==> src/hdl/assert_macros.svh <==
// Assertion macros shared by the RTL of the sparse dot product unit.
// No dependencies; include by bare file name.
`ifndef ASSERT_MACROS_SVH
`define ASSERT_MACROS_SVH

// Checked on every clock edge out of reset.
`define SDP_ASSERT(label, clk, rst_n, prop) \
  label: assert property (@(posedge clk) disable iff (!rst_n) (prop)) \
    else $error("sdp assertion failed");

// Implication checked on every clock edge out of reset.
`define SDP_ASSERT_IMP(label, clk, rst_n, ante, cons) \
  label: assert property (@(posedge clk) disable iff (!rst_n) (ante) |-> (cons)) \
    else $error("sdp assertion failed");

`endif

==> src/hdl/sdp_pkg.sv <==
// Package for the sparse dot product unit: sizes, payload structs, control types.
// No dependencies.
`timescale 1ns / 1ps

package sdp_pkg;

  localparam int MAX_ENTRIES = 1024;
  localparam int ADDR_W      = (MAX_ENTRIES > 1) ? $clog2(MAX_ENTRIES) : 1;
  localparam int CNT_W       = $clog2(MAX_ENTRIES + 1);
  localparam int TOK_W       = 20;
  localparam int WGT_W       = 16;
  localparam int PROD_W      = 2 * WGT_W;
  localparam int ACC_W       = 48;

  localparam logic REQ_LOAD  = 1'b0;
  localparam logic REQ_QUERY = 1'b1;

  typedef struct packed {
    logic                    req_type;
    logic [TOK_W-1:0]        token_id;
    logic signed [WGT_W-1:0] weight;
    logic                    last;
  } in_t;

  typedef struct packed {
    logic signed [ACC_W-1:0] dot_product;
    logic                    store_overflow;
    logic                    sum_saturated;
  } out_t;

  // One stored vector entry.
  typedef struct packed {
    logic [TOK_W-1:0]        token_id;
    logic signed [WGT_W-1:0] weight;
  } entry_t;

  // Sequencer to multiply-accumulate unit.
  typedef struct packed {
    logic mul_en;
    logic add_en;
    logic clr;
  } mac_ctl_t;

endpackage

==> src/hdl/sdp_mac.sv <==
// Multiply-accumulate: registered Q4.12 x Q4.12 product, then a 48-bit
// saturating accumulate. Depends on sdp_pkg.
`timescale 1ns / 1ps

module sdp_mac (
  input  logic                           clk,
  input  logic                           rst_n,
  input  sdp_pkg::mac_ctl_t              ctl,
  input  logic signed [sdp_pkg::WGT_W-1:0] op_a,
  input  logic signed [sdp_pkg::WGT_W-1:0] op_b,
  output logic signed [sdp_pkg::ACC_W-1:0] acc,
  output logic                           sat
);
  import sdp_pkg::*;

  localparam logic signed [ACC_W-1:0] ACC_MAX = {1'b0, {(ACC_W-1){1'b1}}};
  localparam logic signed [ACC_W-1:0] ACC_MIN = {1'b1, {(ACC_W-1){1'b0}}};

  logic signed [PROD_W-1:0] prod_r;
  logic signed [ACC_W-1:0]  acc_r, acc_nxt;
  logic                     sat_r, sat_nxt;
  logic signed [ACC_W:0]    sum;

  always_ff @(posedge clk) begin
    if (ctl.mul_en) begin
      prod_r <= op_a * op_b;
    end
  end

  always_comb begin
    sum     = (ACC_W+1)'(acc_r) + (ACC_W+1)'(prod_r);
    acc_nxt = acc_r;
    sat_nxt = sat_r;
    if (ctl.clr) begin
      acc_nxt = '0;
      sat_nxt = 1'b0;
    end else if (ctl.add_en) begin
      // top two bits differ: out of 48-bit range
      if (sum[ACC_W] != sum[ACC_W-1]) begin
        acc_nxt = sum[ACC_W] ? ACC_MIN : ACC_MAX;
        sat_nxt = 1'b1;
      end else begin
        acc_nxt = sum[ACC_W-1:0];
      end
    end
  end

  always_ff @(posedge clk) begin
    if (!rst_n) begin
      acc_r <= '0;
      sat_r <= 1'b0;
    end else begin
      acc_r <= acc_nxt;
      sat_r <= sat_nxt;
    end
  end

  assign acc = acc_r;
  assign sat = sat_r;

endmodule

==> config.mk <==
export PLATFORM = sky130hd
export DESIGN_NAME = sdp_mac
export DESIGN_NICKNAME = d
export VERILOG_FILES = /design/src/hdl/assert_macros.svh /design/src/hdl/sdp_pkg.sv /design/src/hdl/sdp_mac.sv
export SDC_FILE = /design/constraint.sdc
export NUM_CORES = 1
export LEC_CHECK = 0
export ABC_AREA = 1
export BUFFER_PORTS_ARGS = -buffer_cell sky130_fd_sc_hd__buf_2
export CORE_MARGIN = 3
export CORE_UTILIZATION = 45
export DETAILED_ROUTE_END_ITERATION = 7
export GPL_TIMING_DRIVEN = 0
export SYNTH_ARGS = -nofsm -noshare
export SYNTH_HDL_FRONTEND = slang
export SYNTH_SLANG_ARGS = --single-unit
==> constraint.sdc <==
create_clock -name clk -period 9.75 [get_ports clk]
set_input_delay 1.95 -clock clk [delete_from_list [all_inputs] [get_ports clk]]
set_output_delay 1.95 -clock clk [all_outputs]
set_load 0.01 [all_outputs]
==> impl_metrics.env <==
export IMPL_status="completed"
export IMPL_numCtsBuffers=9
export IMPL_timing_final_max_slew_violations=0
export IMPL_cts_hold_buf=0
export IMPL_clk_latency_ns=0.36
export IMPL_initial_antenna_violation_count=0
export IMPL_startpoint_of_the_worst_register_to_register_path="prod_r[31]$_DFFE_PP_"
export IMPL_slew_headroom_pct=40.0
export IMPL_totalNegativeSetupSlack_ns=0
export IMPL_ios=86
export IMPL_worst_setup_path_endpoint="prod_r[29]$_DFFE_PP_"
export IMPL_area_of_the_core_region_um2=35800
export IMPL_setup_worst_path_class="in2reg"
export IMPL_post_cts_repair_setup_buffers=0
export IMPL_total_of_endpoints_with_negative_setup_slack_in_the_final_report=0
export IMPL_fmaxAchievable_mhz=124
export IMPL_ctsRootBufferMaster="sky130_fd_sc_hd__clkbuf_16"
export IMPL_min_path_type="reg2reg"
export IMPL_post_cts_resized_instances=0
export IMPL_grt_remaining_overflow=0
export IMPL_ys_warn_count=0
export IMPL_critPathMaxFanout=10
export IMPL_worst_slew_pin_transition_ns=0.891
export IMPL_vias_in_the_first_global_route=14372
export IMPL_drt_iter0_markers=860
export IMPL_synth_seq_area_share_pct=11.8
export IMPL_avgRoutedWirePerCell_um=16.6
export IMPL_synth_main_ff_cell="sky130_fd_sc_hd__dfxtp_1"
export IMPL_routed_wl_um=45800
export IMPL_via_count=13899
export IMPL_drv_cap=0
export IMPL_netlist_instances=2226
export IMPL_cts_max_path_buffers=2
export IMPL_leading_cell_type_in_the_layout_fill_and_taps_excluded="sky130_fd_sc_hd__nand2_1"
export IMPL_hold_viol=0
export IMPL_period_needed_ns=8.07
export IMPL_cts_reportedPaths_clkPinSlew_ns=0.07
export IMPL_timing_clock_skew_ns=0.0117
export IMPL_yosys_cell_types_count=36
export IMPL_detail_route_vias_per_cell=5.03
export IMPL_die_area_um2=38900
export IMPL_synth_largest_type_area_fraction_pct=32.0
export IMPL_final_net_count=2725
export IMPL_reg2reg_setup_slack_ns=6.28
export IMPL_worstPathRequired_ns=9.84
export IMPL_cts_htree_levels=3
export IMPL_grt_pass1_wl_um=74600
export IMPL_num_rows=69
export IMPL_synthesis_area_per_instance_um2=7.39
export IMPL_layout_drive_gt1_share_pct=4.13
export IMPL_r2r_end="acc[26]$_SDFFE_PP0P_"
export IMPL_netlist_top_cell_by_area="sky130_fd_sc_hd__fa_1"
export IMPL_total_clock_sinks=81
export IMPL_layout_area_overhead_vs_synth_pct=7.28
export IMPL_post_dp_cell_area_um2=17300
export IMPL_die_h_um=197
export IMPL_synthesized_nets=2656
export IMPL_initial_drt_pass_iterations=5
export IMPL_grt_usage_pct=24.2
export IMPL_async_reset_ff_share_pct=0
export IMPL_worst_endpoint_arrival_ns=8.16
export IMPL_critical_path_endpoint_type="flip-flop"
export IMPL_number_of_buffers_inserted_by_port_buffering=58
export IMPL_layout_cells_most_common_list="556 x sky130_fd_sc_hd__nand2_1, 555 x sky130_fd_sc_hd__inv_1, 263 x sky130_fd_sc_hd__fa_1"
export IMPL_worst_setup_path_startpoint="op_b[5]"
export IMPL_design_area_um2=17700
export IMPL_initial_utilization_pct=45.9
export IMPL_pin_count_of_the_biggest_net_entering_global_routing=33
export IMPL_tritoncts_clock_tree="yes"
export IMPL_synth_enable_flop_cells=32
export IMPL_synth_ff_latch_count=81
export IMPL_setup_repair_after_global_routing_missed_its_margin="false"
export IMPL_worst_reg_to_reg_path_cell_count=13
export IMPL_dp_hpwl_um=39900
export IMPL_ant_nets=0
export IMPL_fp_dieW_um=197
export IMPL_post_route_drc_count=0
export IMPL_netlist_area_um2=16500
export IMPL_start_kind="input pin"
export IMPL_finalWeightedCongestion=0.948
export IMPL_diodes=0
export IMPL_post_synth_main_area_contributors="sky130_fd_sc_hd__fa_1 32%, sky130_fd_sc_hd__nand2_1 13%, sky130_fd_sc_hd__inv_1 13%"
export IMPL_period_share_pct=82.7
==> Yosys cell counts (all sizes together), types with 4 or more instances <==
library cell  number
dfxtp             49
nand4             20
ha               130
o21bai            16
nor2             126
a21o              11
nand3             55
edfxtp            32
buf               10
clkbuf            68
xor2              44
xnor2             27
or2                6
a31oi              4
nor3              12
nand2            559
fa               263
a21oi            144
inv              555
o21ai             79
==> area by class of cell <==
class                      instances  area (µm²)
buffer                            78         354
timing repair buffer              58         290
fill                            3591       18200
multi-input combinational       1512       12100
tap                              461         577
clock buffer                      12         256
clock inverter                     4        73.8
inverter                         555        2080
sequential                        81        1940
==> registers in the layout (all words and copies together), names as in the netlist <==
signal / flops
sat: 1
prod_r: 32
acc: 48
==> worst min path at each step <==
stage	startpoint	end	cells past startpoint
after floorplan	acc[34]$_SDFFE_PP0P_	acc[34]$_SDFFE_PP0P_	2
after global placement	sat$_SDFFE_PP0P_	sat$_SDFFE_PP0P_	2
after detailed placement	sat$_SDFFE_PP0P_	sat$_SDFFE_PP0P_	2
after CTS	sat$_SDFFE_PP0P_	sat$_SDFFE_PP0P_	2
after global routing	acc[34]$_SDFFE_PP0P_	acc[34]$_SDFFE_PP0P_	2
final	sat$_SDFFE_PP0P_	sat$_SDFFE_PP0P_	2
==> cell families (layout without fill, tap and decap cells) <==
logic type / after synthesis / after routing / share of synthesized area (%)
AO/OA/AOI/OAI: 263 / 263 / 8.68
XOR/XNOR: 71 / 71 / 3.78
adder cells (fa/ha/maj): 393 / 393 / 41.9
buffers and inverters: 633 / 707 / 14.8
flip-flops: 81 / 81 / 11.8
AND/OR/NAND/NOR: 785 / 785 / 19.0
==> per-layer routing <==
layer  part of all wire [%]  global-route usage [%]  vias up
li1                       -                       -     6791
met1                     44                    32.6     6643
met3                    5.1                    1.96       67
met5                      0                       0        -
met2                     48                    42.1      398
met4                    2.9                    7.15        0
==> critical path, stage by stage <==
cell and delay, ns:
sky130_fd_sc_hd__clkbuf_1 0.27, sky130_fd_sc_hd__clkbuf_1 0.49, sky130_fd_sc_hd__nand2_1 0.21, sky130_fd_sc_hd__fa_1 0.55
sky130_fd_sc_hd__inv_1 0.07, sky130_fd_sc_hd__fa_1 0.69, sky130_fd_sc_hd__fa_1 0.50, sky130_fd_sc_hd__fa_1 0.50
sky130_fd_sc_hd__fa_1 0.49, sky130_fd_sc_hd__inv_1 0.05, sky130_fd_sc_hd__fa_1 0.47, sky130_fd_sc_hd__inv_1 0.04
sky130_fd_sc_hd__ha_1 0.35, sky130_fd_sc_hd__nand2_1 0.18, sky130_fd_sc_hd__nor4_1 0.45, sky130_fd_sc_hd__nand4_1 0.15
sky130_fd_sc_hd__nand3_1 0.26, sky130_fd_sc_hd__a21oi_1 0.15, sky130_fd_sc_hd__o21ai_0 0.21, sky130_fd_sc_hd__xor2_1 0.09
==> through the flow <==
| stage | instances | worst slack [ns] | util [%] | hold slack [ns] |
|---|---|---|---|---|
| floorplan | 2226 | 2.38 | - | 0.501 |
| global placement | 2745 | 1.31 | 48.3 | 0.453 |
| detailed placement | 2745 | 1.30 | 48.3 | 0.485 |
| CTS | 2761 | 1.68 | 49.3 | 0.502 |
| global route | 2761 | 1.19 | 49.3 | 0.530 |
| finish | 2761 | 1.68 | 49.3 | 0.493 |
Power is left out: the tool's default activity adds up to more than one toggle a clock period on the data nets, which glitch-free logic cannot reach.
